**src/rtl/core/wdw_fifo.sv**
```systemverilog
`timescale 1ns / 1ps
// Short show-ahead queue between the front and back halves of the warp core.
// No dependencies.
module wdw_fifo #(
  parameter int WIDTH = 8,
  parameter int DEPTH = 2
) (
  input  logic             clk,
  input  logic             rst_n,
  input  logic             push,
  input  logic [WIDTH-1:0] wdata,
  input  logic             pop,
  output logic [WIDTH-1:0] rdata,
  output logic             empty,
  output logic             full
);

  localparam int PW = (DEPTH > 1) ? $clog2(DEPTH) : 1;
  localparam int CW = $clog2(DEPTH + 1);

  logic [WIDTH-1:0] mem [DEPTH];
  logic [PW-1:0]    wr_ptr_r, wr_ptr_nxt;
  logic [PW-1:0]    rd_ptr_r, rd_ptr_nxt;
  logic [CW-1:0]    count_r, count_nxt;
  logic             push_ok, pop_ok;

  assign empty   = (count_r == '0);
  assign full    = (count_r == CW'(DEPTH));
  assign push_ok = push && !full;
  assign pop_ok  = pop && !empty;
  assign rdata   = mem[rd_ptr_r];

  always_comb begin
    wr_ptr_nxt = wr_ptr_r;
    rd_ptr_nxt = rd_ptr_r;
    if (push_ok) begin
      wr_ptr_nxt = (wr_ptr_r == PW'(DEPTH - 1)) ? '0 : wr_ptr_r + 1'b1;
    end
    if (pop_ok) begin
      rd_ptr_nxt = (rd_ptr_r == PW'(DEPTH - 1)) ? '0 : rd_ptr_r + 1'b1;
    end
    case ({push_ok, pop_ok})
      2'b10:   count_nxt = count_r + 1'b1;
      2'b01:   count_nxt = count_r - 1'b1;
      default: count_nxt = count_r;
    endcase
  end

  always_ff @(posedge clk) begin
    if (!rst_n) begin
      wr_ptr_r <= '0;
      rd_ptr_r <= '0;
      count_r  <= '0;
    end else begin
      wr_ptr_r <= wr_ptr_nxt;
      rd_ptr_r <= rd_ptr_nxt;
      count_r  <= count_nxt;
    end
  end

  always_ff @(posedge clk) begin
    if (push_ok) begin
      mem[wr_ptr_r] <= wdata;
    end
  end

  a_pop_not_empty: assert property (@(posedge clk) disable iff (!rst_n)
    pop |-> !empty)
    else $error("queue popped while empty");

  a_fill_count: assert property (@(posedge clk) disable iff (!rst_n)
    (push && !full && !pop) |=> (count_r == $past(count_r) + CW'(1)))
    else $error("queue fill count lost an item");

endmodule

```
**config.mk**
```make
export PLATFORM = sky130hd
export DESIGN_NAME = wdw_fifo
export DESIGN_NICKNAME = d
export VERILOG_FILES = /design/src/rtl/core/wdw_fifo.sv
export SDC_FILE = /design/constraint.sdc
export NUM_CORES = 1
export LEC_CHECK = 0
export ABC_AREA = 0
export BUFFER_PORTS_ARGS = -buffer_cell sky130_fd_sc_hd__buf_4
export CORE_MARGIN = 3
export CORE_UTILIZATION = 50
export DETAILED_ROUTE_END_ITERATION = 8
export GPL_TIMING_DRIVEN = 0
export HOLD_SLACK_MARGIN = 0.03
export PLACE_DENSITY = 0.73
export SLEW_MARGIN = 30
export SYNTH_ARGS = -nofsm -noshare
export SYNTH_HDL_FRONTEND = slang
export SYNTH_SLANG_ARGS = --single-unit
```
**constraint.sdc**
```tcl
create_clock -name clk -period 3.6 [get_ports clk]
set_clock_uncertainty 0.2 [all_clocks]
set_input_delay 0.54 -clock clk [delete_from_list [all_inputs] [get_ports clk]]
set_output_delay 0.54 -clock clk [all_outputs]
set_load 0.1 [all_outputs]
```
==> results.json, run 1 <==
{
  "io_buffers": 21,
  "rows": 13,
  "ys_seq_area_share_pct": 71.60,
  "yosys_warnings": 0,
  "clkTransAtPathRegs_ns": 0.11,
  "synth_top_area_share_pct": 59.26,
  "synthTopCellsByArea": "edfxtp_1, dfxtp_1, mux2_2, xnor2_1, a21boi_1",
  "die_h_um": 46.27,
  "grt_pass1_wl_mm": 1.800,
  "period_minus_slack_ns": 2.309,
  "hpwl_um": 883,
  "slew_violations": 0,
  "fillerInstances": 102,
  "critical_path.cell_chain": "clkbuf_1 > mux2_2 > buf_4",
  "grt_pass1_vias": 449,
  "max_slew_margin_pct": 72.24,
  "initial_core_util_pct": 57.29,
  "dr.pass1.iters": 1,
  "grt_setup_unrepaired": "no",
  "dieWidth_um": 46.27,
  "synth_flop_cell": "edfxtp_1",
  "post_cts_resize_count": 0,
  "clock-root-buffer": "clkbuf_4",
  "cpPeakStageDelay_ns": 0.39,
  "cp_num_buf_inv": 2,
  "ys_types": 18,
  "grt-ovfl-total": 0,
  "worstMarginPinSlew_ns": 0.4165,
  "synth.most_common_cell": "edfxtp_1",
  "htree_levels": 1,
  "vias": 462,
  "outcome": "finished, final reports clean",
  "avgSynthCellArea_um2": 15.90,
  "grt_antenna_before_repair": 0,
  "syn_nets": 64,
  "clock-sinks": 21,
  "critPathCaptureType": "primary output",
  "fin_ws_ns": 1.291,
  "ant_nets": 0,
  "start_kind": "flip-flop",
  "synthToLayoutAreaGrowth_pct": 25.00,
  "finalSetupTns_ns": 0,
  "cp_max_fo": 8,
  "timing.fmax_mhz": 433.1,
  "drive_gt1_share_pct": 44.74,
  "cp_slowest_cell": "mux2_2",
  "wl_per_cell_um": 12.25,
  "ys_seq_elements": 21,
  "vias_per_cell": 5.077,
  "synth-edff-count": 16,
  "setup_viol": 0,
  "gp_congestion": 0.7291,
  "ys_top_cells_by_count": "edfxtp_1, mux2_2, dfxtp_1, xnor2_1",
  "synth_area_um2": 810.8,
  "numCtsBuffers": 3,
  "crit_family": "buffers and inverters",
  "async_reset_ff_share_pct": 0,
  "drc_errors": 0,
  "hold_viol": 0,
  "insertion_delay_ns": 0.29,
  "crit_type": "flip-flop to primary output",
  "num_antenna_cells": 0,
  "track_usage_pct": 11.98,
  "postCtsSetupBuffers": 0,
  "cp_data_arrival_time_ns": 1.57,
  "cts_tree": "yes",
  "drt_iter0_drc": 0,
  "nets": 90,
  "period_share_pct": 64.13,
  "hold_class": "input port to flip-flop",
  "synthCells": 51,
  "maxCapViolations": 0,
  "cts_buffer_depth": 2,
  "ctsHoldBuffers": 0,
  "pre_cts_ws_ns": 1.584,
  "grt_max_degree": 12,
  "core_mm2": 0.001415,
  "io-pin-count": 22,
  "wl_mm": 1.115,
  "die-area_mm2": 0.002141,
  "synth_area_leader_cell": "edfxtp_1",
  "critPathRequiredTime_ns": 2.86
}
cells in the final DEF (no fill, tap or decap):
cell type and count:
edfxtp_1 16, nor2b_1 2, nand2_1 1, and2_1 1, nand2b_2 1, mux2_2 8
a21boi_1 2, ha_1 1, xnor2_1 3, dfxtp_1 5, o21ai_0 2, inv_1 2
or3_1 2, nor2_1 1, clkbuf_4 3, clkbuf_1 2, and3_1 1, inv_2 1
buf_4 21, o21a_1 1
kinds of logic after synthesis:
logic type                 after synthesis  share of synthesized area (%)
xor gates and xnor gates                 3                          3.241
DFF                                     21                          71.61
buffers and inverters                    4                          1.851
and+or+nand+nor                          9                          6.636
adders and majority gates                1                          1.543
AOI/OAI and AO/OA                        5                          4.012
muxes                                    8                          11.11
area by class of cell:
type / instances / area (µm²) / area share (%)
inverters: 3 / 11.26 / 1.111
multi-input cells: 26 / 215.2 / 21.23
well taps: 15 / 18.77 / 1.852
repair buffers: 21 / 157.7 / 15.56
plain buffers: 1 / 3.754 / 0.3704
flip-flops and latches: 21 / 580.6 / 57.28
clock buffers: 4 / 26.28 / 2.593
through the flow:
stage	area [µm²]	hold slack (ns)	instances	util, %
after floorplan	810.8	0.2570	51	-
after global placement	987.2	0.2701	87	69.76
after detailed placement	987.2	0.2871	87	69.76
after CTS	1013	0.2189	91	71.62
after global routing	1013	0.2021	91	71.62
final	1013	0.2294	91	71.62
path summary, 6_finish.rpt:
path,from,endpoint,slack [ns],depth (start not counted)
hold / removal,wdata[2],mem[1][2],0.23,1
setup / recovery,flip-flop,rdata[6],1.29,3
setup reg to reg,count_r[0],mem[0][7],1.85,4
hold reg to reg,wr_ptr_r,wr_ptr_r,0.30,2
routing by layer:
| layer | part of all wire [%] | up-vias | GRT usage, % |
|---|---|---|---|
| met5 | 0 | - | 0 |
| met4 | 0 | 0 | 1.705 |
| met3 | 5.7 | 0 | 4.688 |
| met2 | 52 | 15 | 21.43 |
| met1 | 43 | 211 | 13.64 |
| li1 | - | 236 | - |
state kept, by name, indices dropped and copies added, names as in the netlist, named ones only:
| register | count |
|---|---|
| wr_ptr_r | 1 |
| rd_ptr_r | 1 |
| mem | 16 |
| count_r | 2 |
Power of run 1 is not shown: default switching activity piles up to over one toggle a cycle in this logic, so the estimate is an artifact.
==> inputs of run 2 (changes only) <==
Settings changed: ABC_AREA 0 to 1, CORE_UTILIZATION 50 to 49, PLACE_DENSITY 0.73 to 0.71.
Clock period 3.6 ns to 2.2 ns, I/O delays scaled along.
==> results.json, run 2 <==
{
  "r2r_cells": 5,
  "synth_area_leader_cell": "edfxtp_1",
  "reg.largest.list": "mem (16), count_r (2)",
  "wl_per_cell_um": 11.25,
  "htree_levels": 1,
  "num_antenna_cells": 0,
  "slew_violations": 0,
  "outcome": "finished, final reports clean",
  "wl_mm": 1.283,
  "grt-ovfl-total": 0,
  "fillerInstances": 122,
  "clkTransAtPathRegs_ns": 0.11,
  "rows": 14,
  "cp_max_fo": 8,
  "hp-start": "rst_n",
  "setup_viol": 0,
  "synthTopCellsByArea": "edfxtp_1, dfxtp_1, mux2_2, nor2_1, inv_1",
  "nets": 112,
  "cts_buffer_depth": 2,
  "worstMarginPinSlew_ns": 0.6516,
  "syn_nets": 78,
  "dpl_cell_area_mm2": 0.001017,
  "vias_per_cell": 4.781,
  "largest_reg_flops": 16,
  "total_power_mw": 1.306,
  "ys_seq_elements": 21,
  "maxCapViolations": 0,
  "r2r_setup_slack_ns": 0.45,
  "synthToLayoutAreaGrowth_pct": 33.98,
  "synth.most_common_cell": "edfxtp_1",
  "ant_nets": 0,
  "p_per_area_mw_per_mm2": 1161,
  "synth_area_um2": 839.6,
  "drt_iter0_drc": 3,
  "seq_area_um2": 580.6,
  "clock-sinks": 21,
  "fin_area_mm2": 0.001125,
  "critPathCaptureType": "primary output",
  "timing.fmax_mhz": 512.8,
  "grt_setup_unrepaired": "no",
  "io-pin-count": 22,
  "hold_class": "input port to flip-flop",
  "cpPeakStageDelay_ns": 0.36,
  "grt_pass1_wl_mm": 1.980,
  "layout_commonest_cell": "buf_4",
  "critPathRequiredTime_ns": 1.67,
  "vias": 545,
  "cp_data_arrival_time_ns": 1.42,
  "cts_tree": "yes",
  "avgSynthCellArea_um2": 12.92,
  "die_h_um": 47.39,
  "holdWs_ns": 0.08246,
  "hold-path-cell-count": 3,
  "critical_path.cell_chain": "buf_2 > mux2_2 > buf_4",
  "synth_top_area_share_pct": 57.23,
  "gp_congestion": 0.6940,
  "crit_family": "buffers and inverters",
  "dr.pass1.iters": 4,
  "period_share_pct": 88.64,
  "fin_ws_ns": 0.2499,
  "numCtsBuffers": 3,
  "period_minus_slack_ns": 1.950,
  "ys_top_cells_by_count": "edfxtp_1, nor2_1, mux2_2, inv_1, nand2_1",
  "clock-root-buffer": "clkbuf_4",
  "pre_cts_ws_ns": 0.4362,
  "leakagePower_nw": 0.4810,
  "ys_types": 16,
  "cp_slowest_cell": "mux2_2",
  "drive_gt1_share_pct": 41.84,
  "io_buffers": 21,
  "synthCells": 65,
  "synth_flop_cell": "edfxtp_1",
  "hold_end": "wr_ptr_r",
  "ys_seq_area_share_pct": 69.15,
  "drc_errors": 0,
  "hold_viol": 0,
  "timing.rr.end": "mem[0][6]",
  "hpwl_um": 926.7,
  "yosys_warnings": 0,
  "irDropWorstVdd_uv": 838.0,
  "insertion_delay_ns": 0.29,
  "max_flop_register": "mem",
  "track_usage_pct": 12.88,
  "die-area_mm2": 0.002246,
  "layout_common_cells": "buf_4, edfxtp_1, nor2_1",
  "dieWidth_um": 47.39,
  "start_kind": "flip-flop",
  "initial_core_util_pct": 53.85,
  "max_slew_margin_pct": 56.40,
  "crit_type": "flip-flop to primary output",
  "grt_antenna_before_repair": 0,
  "finalSetupTns_ns": 0,
  "grt_max_degree": 13,
  "multi_input_area_um2": 220.2,
  "core_mm2": 0.001559,
  "cp_num_buf_inv": 2,
  "synth-edff-count": 16,
  "grt_pass1_vias": 523,
  "r2r-start": "count_r[1]",
  "async_reset_ff_share_pct": 0
}
==> run 2: cell types whose count changed after synthesis, moves of 2 or more <==
cell,previous run,this run
nor2b_1,2,0
xnor2_1,3,0
nand2_1,1,7
nor2_2,0,3
nor2_1,1,9
a21boi_1,2,0
inv_1,2,7
or3_1,2,0
==> run 2: worst max-delay path by stage <==
| stage | cells after the start | endpoint | slack [ns] |
|---|---|---|---|
| 2_1_floorplan | 10 | count_r[1] | 0.0003 |
| 3_3_place_gp | 5 | mem[0][0] | 0.42 |
| 3_5_place_dp | 5 | mem[0][1] | 0.44 |
| 4_1_cts | 3 | rdata[7] | 0.23 |
| 5_1_grt | 3 | rdata[7] | 0.17 |
| 6_report | 3 | rdata[7] | 0.25 |
==> run 2: tightest hold or removal path, cell delays in order <==
cell     delay [ns]
buf_4          0.12
nand2_1        0.06
nor2_1         0.03
==> run 2: routing by layer <==
layer,GRT usage (%),vias to the layer above,part of all wire [%]
li1,-,283,-
met1,13.90,246,42
met2,24.33,14,54
met3,3.448,2,3.7
met4,3.315,0,0.70
met5,0,-,0
==> run 2: where the power goes <==
| part | leakage, nW | internal [mW] | switching (mW) | total (mW) |
|---|---|---|---|---|
| clock | 0.0177 | 0.0674 | 0.106 | 0.173 |
| combinational | 0.272 | 0.156 | 0.470 | 0.625 |
| sequential | 0.191 | 0.486 | 0.0220 | 0.508 |
==> run 2: through the flow <==
| stage | std cells | util [%] |
|---|---|---|
| floorplan | 65 | - |
| global route | 114 | 72.15 |
| detailed placement | 102 | 65.25 |
| finish | 114 | 72.15 |
| CTS | 114 | 72.15 |
| global placement | 102 | 65.25 |
==> run 2: cell families after synthesis <==
group,synth area share [%]
adders and majority gates,1.490
AOI/OAI and AO/OA,1.191
buffers and inverters,4.620
and+or+nand+nor,12.82
muxes,10.73
DFF,69.15
==> run 2: repair_timing <==
item / 4_1_cts / 5_1_grt
endpoints found under the setup margin: 0 / 0
hold buffers: 8 / 0
setup buffers: 0 / 0
endpoints found under the hold margin: 16 / 0
resized for setup: 0 / 0
==> run 2: layout make-up <==
type,count,share of cell area (%)
clock buffers,3,2.002
multi-input cells,34,19.58
repair buffers,29,21.13
plain buffers,1,0.4449
flip-flops and latches,21,51.61
clock inverters,1,0.4449
well taps,16,1.780
inverters,9,3.003
No activity file was read; power rests on OpenSTA's default activity.
