### src/rtl/core/wdw_pkg.sv
`timescale 1ns / 1ps
// Package for the wave displacement warp core: item structs, register indexes and
// the fixed-point sine polynomial coefficients. No dependencies.
package wdw_pkg;

  // One input item: a pixel write or a warped pixel read.
  typedef struct packed {
    logic        kind;
    logic [7:0]  x_pos;
    logic [7:0]  y_pos;
    logic [31:0] red_in;
    logic [31:0] green_in;
    logic [31:0] blue_in;
    logic [31:0] alpha_in;
  } in_item_t;

  // One result item: the clamped source coordinate and the stored pixel there.
  typedef struct packed {
    logic [7:0]  source_x;
    logic [7:0]  source_y;
    logic [31:0] red_out;
    logic [31:0] green_out;
    logic [31:0] blue_out;
    logic [31:0] alpha_out;
  } out_item_t;

  // One stored pixel, as it sits in the frame store.
  typedef struct packed {
    logic [31:0] red;
    logic [31:0] green;
    logic [31:0] blue;
    logic [31:0] alpha;
  } pixel_t;

  localparam int PIX_W = $bits(pixel_t);

  // Configuration register set.
  typedef struct packed {
    logic signed [15:0] amplitude;
    logic [15:0]        frequency;
    logic [15:0]        phase;
    logic               wave_type;
    logic               orientation;
    logic [8:0]         image_width;
    logic [8:0]         image_height;
  } cfg_t;

  typedef enum logic [2:0] {
    REG_AMPLITUDE    = 3'd0,
    REG_FREQUENCY    = 3'd1,
    REG_PHASE        = 3'd2,
    REG_WAVE_TYPE    = 3'd3,
    REG_ORIENTATION  = 3'd4,
    REG_IMAGE_WIDTH  = 3'd5,
    REG_IMAGE_HEIGHT = 3'd6
  } reg_index_t;

  localparam logic KIND_WRITE = 1'b0;
  localparam logic KIND_READ  = 1'b1;

  localparam logic WAVE_SINE       = 1'b0;
  localparam logic ORIENT_VERTICAL = 1'b1;

  localparam int QUEUE_DEPTH = 2;

  // Odd polynomial for a quarter sine wave, Q16 coefficients.
  localparam logic [16:0] SIN_C1 = 17'd102944;
  localparam logic [15:0] SIN_C3 = 16'd42048;
  localparam logic [12:0] SIN_C5 = 13'd4640;

endpackage

### src/rtl/core/wdw_front.sv
`timescale 1ns / 1ps
// Front half of the warp core: accepts items and computes the clamped source
// coordinate in a seven-stage pipeline. Depends on wdw_pkg.
module wdw_front #(
  parameter int MAX_WIDTH  = 256,
  parameter int MAX_HEIGHT = 256,
  parameter int ANGLE_BITS = 16
) (
  input  logic                          clk,
  input  logic                          rst_n,
  input  wdw_pkg::cfg_t                 cfg,
  input  logic                          start,
  input  wdw_pkg::in_item_t             in_item,
  input  logic                          adv,
  output logic                          f_valid,
  output logic                          f_is_read,
  output logic                          f_wr_ok,
  output logic [$clog2(MAX_WIDTH)-1:0]  f_cx,
  output logic [$clog2(MAX_HEIGHT)-1:0] f_cy,
  output wdw_pkg::pixel_t               f_pix
);

  localparam int XW  = $clog2(MAX_WIDTH);
  localparam int YW  = $clog2(MAX_HEIGHT);
  localparam int CMW = (XW > YW) ? XW : YW;
  localparam int SW  = ((CMW > 10) ? CMW : 10) + 2;
  localparam logic [ANGLE_BITS-1:0] QTURN = ANGLE_BITS'(1) << (ANGLE_BITS - 2);

  logic                    acc;
  logic [6:0]              v_r;
  wdw_pkg::in_item_t       itm_r [0:6];

  logic [15:0]             ang_r, ang_nxt;
  logic [16:0]             u_r [1:3];
  logic [16:0]             u2_r [1:2];
  logic [1:0]              quad_r [1:4];
  logic [12:0]             t1_r;
  logic [15:0]             t2_r;
  logic [16:0]             mag_r;
  logic [9:0]              m_r;
  logic                    neg_r;
  logic [XW-1:0]           cx_r;
  logic [YW-1:0]           cy_r;
  logic                    wok_r;

  logic [7:0]              coord_in;
  logic [23:0]             ang_ext;
  logic [ANGLE_BITS-1:0]   angle;
  logic [ANGLE_BITS+13:0]  frac_ext;
  logic [15:0]             u16;
  logic [1:0]              quad_nxt;
  logic [16:0]             u_nxt, u2_nxt;
  logic [33:0]             p_b;
  logic [29:0]             p_c;
  logic [12:0]             t1_nxt;
  logic [15:0]             diff_d;
  logic [32:0]             p_d;
  logic [15:0]             t2_nxt;
  logic [16:0]             diff_e;
  logic [33:0]             p_e;
  logic [16:0]             mag_nxt;
  logic [15:0]             amp_mag;
  logic [32:0]             p_f;
  logic [9:0]              m_nxt;
  logic                    neg_nxt;
  logic [XW-1:0]           w_m1;
  logic [YW-1:0]           h_m1;
  logic signed [SW-1:0]    m_ext, offs, sx, sy;
  logic [XW-1:0]           cx_nxt;
  logic [YW-1:0]           cy_nxt;
  logic                    wok_nxt;

  assign acc = start && adv;

  // Stage A: turn angle, frequency * coordinate + phase, modulo one turn.
  always_comb begin
    coord_in = (cfg.orientation == wdw_pkg::ORIENT_VERTICAL) ? in_item.y_pos : in_item.x_pos;
    ang_nxt  = 16'(32'(cfg.frequency) * 32'(coord_in) + 32'(cfg.phase));
  end

  // Stage B: quadrant, folded quarter fraction and its square.
  always_comb begin
    ang_ext = {ang_r, 8'h00};
    angle   = ang_ext[23 -: ANGLE_BITS];
    if (cfg.wave_type != wdw_pkg::WAVE_SINE) begin
      angle = angle + QTURN;
    end
    quad_nxt = angle[ANGLE_BITS-1 -: 2];
    frac_ext = {angle[ANGLE_BITS-3:0], 16'h0000};
    u16      = frac_ext[ANGLE_BITS+13 -: 16];
    u_nxt    = quad_nxt[0] ? (17'h10000 - {1'b0, u16}) : {1'b0, u16};
    p_b      = 34'(u_nxt) * 34'(u_nxt);
    u2_nxt   = p_b[32:16];
  end

  // Stages C through E: Horner evaluation of the sine polynomial.
  always_comb begin
    p_c     = 30'(wdw_pkg::SIN_C5) * 30'(u2_r[1]);
    t1_nxt  = p_c[28:16];
    diff_d  = wdw_pkg::SIN_C3 - {3'b000, t1_r};
    p_d     = 33'(diff_d) * 33'(u2_r[2]);
    t2_nxt  = p_d[31:16];
    diff_e  = wdw_pkg::SIN_C1 - {1'b0, t2_r};
    p_e     = 34'(diff_e) * 34'(u_r[3]);
    mag_nxt = p_e[32:16];
  end

  // Stage F: scale by the amplitude magnitude; the sign is kept apart so the
  // shift truncates toward zero.
  always_comb begin
    amp_mag = cfg.amplitude[15] ? (~cfg.amplitude + 16'd1) : cfg.amplitude;
    p_f     = 33'(amp_mag) * 33'(mag_r);
    m_nxt   = p_f[31:22];
    neg_nxt = quad_r[4][1] ^ cfg.amplitude[15];
  end

  // Stage G: for a read, displace one coordinate and clamp both to the image in use; writes pass through.
  always_comb begin
    if (cfg.image_width == 9'd0) begin
      w_m1 = '0;
    end else if (32'(cfg.image_width) > 32'(MAX_WIDTH)) begin
      w_m1 = XW'(MAX_WIDTH - 1);
    end else begin
      w_m1 = XW'(cfg.image_width - 9'd1);
    end
    if (cfg.image_height == 9'd0) begin
      h_m1 = '0;
    end else if (32'(cfg.image_height) > 32'(MAX_HEIGHT)) begin
      h_m1 = YW'(MAX_HEIGHT - 1);
    end else begin
      h_m1 = YW'(cfg.image_height - 9'd1);
    end

    m_ext = $signed(SW'(m_r));
    offs  = neg_r ? -m_ext : m_ext;
    sx    = $signed(SW'(itm_r[5].x_pos));
    sy    = $signed(SW'(itm_r[5].y_pos));
    if (cfg.orientation == wdw_pkg::ORIENT_VERTICAL) begin
      sy = sy + offs;
    end else begin
      sx = sx + offs;
    end

    wok_nxt = (32'(itm_r[5].x_pos) < 32'(MAX_WIDTH)) &&
              (32'(itm_r[5].y_pos) < 32'(MAX_HEIGHT));

    if (itm_r[5].kind == wdw_pkg::KIND_WRITE) begin
      cx_nxt = XW'(itm_r[5].x_pos);
      cy_nxt = YW'(itm_r[5].y_pos);
    end else begin
      if (sx < 0) begin
        cx_nxt = '0;
      end else if (sx > $signed(SW'(w_m1))) begin
        cx_nxt = w_m1;
      end else begin
        cx_nxt = XW'(sx);
      end
      if (sy < 0) begin
        cy_nxt = '0;
      end else if (sy > $signed(SW'(h_m1))) begin
        cy_nxt = h_m1;
      end else begin
        cy_nxt = YW'(sy);
      end
    end
  end

  always_ff @(posedge clk) begin
    if (!rst_n) begin
      v_r <= '0;
    end else if (adv) begin
      v_r <= {v_r[5:0], acc};
    end
  end

  always_ff @(posedge clk) begin
    if (adv) begin
      itm_r[0] <= in_item;
      for (int i = 1; i < 7; i++) begin
        itm_r[i] <= itm_r[i-1];
      end
      ang_r     <= ang_nxt;
      u_r[1]    <= u_nxt;
      u_r[2]    <= u_r[1];
      u_r[3]    <= u_r[2];
      u2_r[1]   <= u2_nxt;
      u2_r[2]   <= u2_r[1];
      quad_r[1] <= quad_nxt;
      quad_r[2] <= quad_r[1];
      quad_r[3] <= quad_r[2];
      quad_r[4] <= quad_r[3];
      t1_r      <= t1_nxt;
      t2_r      <= t2_nxt;
      mag_r     <= mag_nxt;
      m_r       <= m_nxt;
      neg_r     <= neg_nxt;
      cx_r      <= cx_nxt;
      cy_r      <= cy_nxt;
      wok_r     <= wok_nxt;
    end
  end

  assign f_valid   = v_r[6];
  assign f_is_read = (itm_r[6].kind == wdw_pkg::KIND_READ);
  assign f_wr_ok   = wok_r;
  assign f_cx      = cx_r;
  assign f_cy      = cy_r;
  assign f_pix     = '{red:   itm_r[6].red_in,
                       green: itm_r[6].green_in,
                       blue:  itm_r[6].blue_in,
                       alpha: itm_r[6].alpha_in};

endmodule

### config.mk
export PLATFORM = sky130hd
export DESIGN_NAME = wdw_front
export DESIGN_NICKNAME = d
export VERILOG_FILES = /design/src/rtl/core/wdw_pkg.sv /design/src/rtl/core/wdw_front.sv
export SDC_FILE = /design/constraint.sdc
export NUM_CORES = 2
export LEC_CHECK = 0
export BUFFER_PORTS_ARGS = -buffer_cell sky130_fd_sc_hd__clkbuf_2
export CAP_MARGIN = 10
export CORE_UTILIZATION = 40
export CTS_BUF_LIST = sky130_fd_sc_hd__clkbuf_16
export CTS_CLUSTER_DIAMETER = 60
export DETAILED_ROUTE_END_ITERATION = 12
export PLACE_DENSITY_LB_ADDON = 0.12
export SYNTH_ARGS = -nofsm -noshare
export SYNTH_HDL_FRONTEND = slang
export SYNTH_SLANG_ARGS = --single-unit
### constraint.sdc
create_clock -name clk -period 8.65 [get_ports clk]
set_clock_uncertainty 0.05 [all_clocks]
set_input_delay 1.73 -clock clk [delete_from_list [all_inputs] [get_ports clk]]
set_output_delay 1.73 -clock clk [all_outputs]
set_load 0.02 [all_outputs]
==> flow_metrics.env <==
export IMPL_status="finished clean"
export IMPL_route_detailed_drc=0
export IMPL_hpwl_um=109000
export IMPL_relSlewSlack_pct=26.5
export IMPL_cts_made_buffers=137
export IMPL_grt_overflow_total=0
export IMPL_firstDrtPassIters=5
export IMPL_cts_root_buf="clkbuf_16"
export IMPL_fmax_mhz=119
export IMPL_grt_pass1_wl_um=232000
export IMPL_cts_sinks=1178
export IMPL_yosys_cell_types_count=85
export IMPL_fin_area_um2=83800
export IMPL_row_count=156
export IMPL_syn_area_um2=72900
export IMPL_grt_pass1_vias=43100
export IMPL_gp_congestion=0.832
export IMPL_critPathMaxStageDelay_ns=0.51
export IMPL_drive_above_1_share_pct=13.7
export IMPL_critPathMaxFanout=5
export IMPL_end_kind="flip-flop"
export IMPL_initial_core_util_pct=40.3
export IMPL_final_hold_violation_count=0
export IMPL_clockBufferDepth=3
export IMPL_fill_cells=16300
export IMPL_ys_flop_type="edfxtp_1"
export IMPL_cp_required_ns=9.10
export IMPL_synth_seq_cells=1178
export IMPL_period_needed_ns=8.38
export IMPL_hp_class="flip-flop to flip-flop"
export IMPL_antenna_found_initial=1
export IMPL_dp_slack_ns=-0.590
export IMPL_synth_edf_count=1171
export IMPL_cts_tree="built"
export IMPL_grt_total_usage_pct=15.9
export IMPL_syn_inst=5557
export IMPL_core_area_um2=181000
export IMPL_seq_area_frac_synth_pct=48.4
export IMPL_wl_per_cell_um=16.4
export IMPL_crit_top_cell="fa_1"
export IMPL_via_count=40300
export IMPL_path_clk_slew_ns=0.06
export IMPL_rsz0062_at_grt="false"
export IMPL_worstSetupPathType="input pin to flip-flop"
export IMPL_place_area_um2=79300
export IMPL_post_cts_buffers=0
export IMPL_htree_levels=4
export IMPL_worstSetupStartpointType="input pin"
export IMPL_async_flop_share_pct=0
export IMPL_die_w_um=429
export IMPL_maxCapViolCount=0
export IMPL_timing_final_ws_setup_ns=0.266
export IMPL_n_antenna_cell=0
export IMPL_synth_warnings=0
export IMPL_setup_viol=0
export IMPL_drv_slew=0
export IMPL_ios=364
export IMPL_worstMarginPinSlew_ns=1.10
export IMPL_ctsHoldBuffers=0
export IMPL_finalNetCount=7745
export IMPL_die_height_um=429
export IMPL_clk_latency_ns=0.76
export IMPL_min_period_over_period_pct=96.9
export IMPL_dieArea_um2=184000
export IMPL_viasPerCell=4.65
export IMPL_drt_iter0_markers=1822
export IMPL_worst_ep_arrival_time_ns=8.84
export IMPL_cp_slowest_cell="fa_1"
export IMPL_grt_max_degree=194
export IMPL_detail_route_antenna_nets=0
export IMPL_reg2reg_slack_ns=0.52
export IMPL_io_buffers=362
export IMPL_drt_wl_total_um=143000
export IMPL_final_util_pct=46.3
export IMPL_area_growth_syn_to_layout_pct=14.8
export IMPL_avgSynthCellArea_um2=13.1
==> worst max-delay path, delay by kind of cell <==
kind            cells  cell delay (ns)
compound gates      5             1.01
fa+ha+maj           7             3.09
xor+xnor            1             0.08
simple gates        9             2.49
buf+inv             5             0.44
==> registers in the layout, indices dropped and copies added, names as in the netlist, 4 cells and up <==
name / flops
f_cy: 8
ang_r: 16
v_r: 7
quad_r: 4
t1_r: 13
mag_r: 17
u_r: 45
t2_r: 16
f_cx: 8
u2_r: 34
itm_r: 999
m_r: 10
==> cell type report <==
class | instances | area (um2) | share of cell area [%]
repair buffers | 610 | 3780 | 4.52
clock inverters | 105 | 905 | 1.08
inverters | 1093 | 4100 | 4.90
well taps | 2370 | 2970 | 3.54
multi-input cells | 3171 | 33200 | 39.6
flip-flops and latches | 1178 | 35300 | 42.2
clock buffers | 140 | 3500 | 4.18
==> cells by family (layout without fill, tap and decap cells) <==
logic type	after synthesis	count (layout)	share of synthesized area [%]
other cells	2	11	0.0103
buf+inv	1217	1948	6.30
xor+xnor	187	187	2.27
mux	27	27	0.388
fa+ha+maj	1338	1338	31.3
simple gates	1310	1310	8.52
compound gates	298	298	2.80
flops	1178	1178	48.4
==> cells in the mapped netlist (7+ instances only) <==
| master | number | area share, % |
|---|---|---|
| a211oi_1 | 12 | 0.12 |
| a21o_1 | 38 | 0.39 |
| a21oi_1 | 57 | 0.39 |
| a31oi_1 | 8 | 0.069 |
| and2_1 | 316 | 2.7 |
| and3_1 | 7 | 0.060 |
| clkbuf_1 | 116 | 0.60 |
| dfxtp_1 | 7 | 0.19 |
| edfxtp_1 | 1171 | 48 |
| fa_1 | 812 | 22 |
| ha_1 | 525 | 9.0 |
| inv_1 | 1088 | 5.6 |
| mux2_2 | 10 | 0.15 |
| mux2i_1 | 17 | 0.23 |
| nand2_1 | 641 | 3.3 |
| nand2b_1 | 18 | 0.15 |
| nand3_1 | 13 | 0.089 |
| nand4_1 | 9 | 0.077 |
| nor2_1 | 155 | 0.80 |
| nor2b_1 | 65 | 0.56 |
| nor3_1 | 34 | 0.23 |
| nor3b_1 | 7 | 0.072 |
| o21a_1 | 33 | 0.34 |
| o21ai_0 | 65 | 0.45 |
| o31ai_1 | 13 | 0.13 |
| o32ai_1 | 7 | 0.084 |
| or3_1 | 11 | 0.094 |
| xnor2_1 | 141 | 1.7 |
| xor2_1 | 44 | 0.53 |
==> routing by layer <==
metal | share of wire [%] | vias to the layer above | global-route usage [%]
li1 | - | 19200 | -
met1 | 45 | 20300 | 21.0
met2 | 50 | 563 | 27.4
met3 | 3.4 | 205 | 2.57
met4 | 2.1 | 0 | 4.02
met5 | 0 | - | 0
==> path summary, 6_finish.rpt <==
| kind | cells past startpoint | from | to |
|---|---|---|---|
| hold reg to reg | 0 | itm_r[4][143]$_DFFE_PP_ | itm_r[5][143]$_DFFE_PP_ |
| setup reg to reg | 26 | t1_r[2]$_DFFE_PP_ | t2_r[15]$_DFFE_PP_ |
| hold / removal | 0 | itm_r[4][143]$_DFFE_PP_ | itm_r[5][143]$_DFFE_PP_ |
| setup / recovery | 27 | cfg[52] | m_r[5]$_DFFE_PP_ |
==> cells in the final DEF (no fill, tap or decap), drive strengths merged, types with 13 or more instances in the layout <==
cell	instances
fa	812
xnor2	143
and2	319
nand2b	18
o31ai	14
ha	525
nand3	13
clkbuf	501
o21a	33
mux2i	17
a21o	38
o21ai	67
nor2	155
clkinv	50
inv	1135
a211oi	13
a21oi	57
edfxtp	1171
buf	249
nor2b	65
nor3	34
xor2	44
nand2	641
==> stage by stage <==
stage | hold WS [ns] | instances | TNS [ns]
after global routing | 0.354 | 8667 | 0
after detailed placement | 0.355 | 8422 | -4.84
final | 0.343 | 8667 | 0
after CTS | 0.338 | 8667 | 0
after global placement | 0.350 | 8422 | -4.53
after floorplan | 0.350 | 5566 | -0.120
==> what timing repair did <==
action                     in CTS  in global routing
gates resized for setup         0                  4
hold endpoints to repair        0                  0
setup endpoints to repair       0                  2
Power is not shown: default switching activity piles up to over one toggle a cycle in this logic, so the estimate is an artifact.
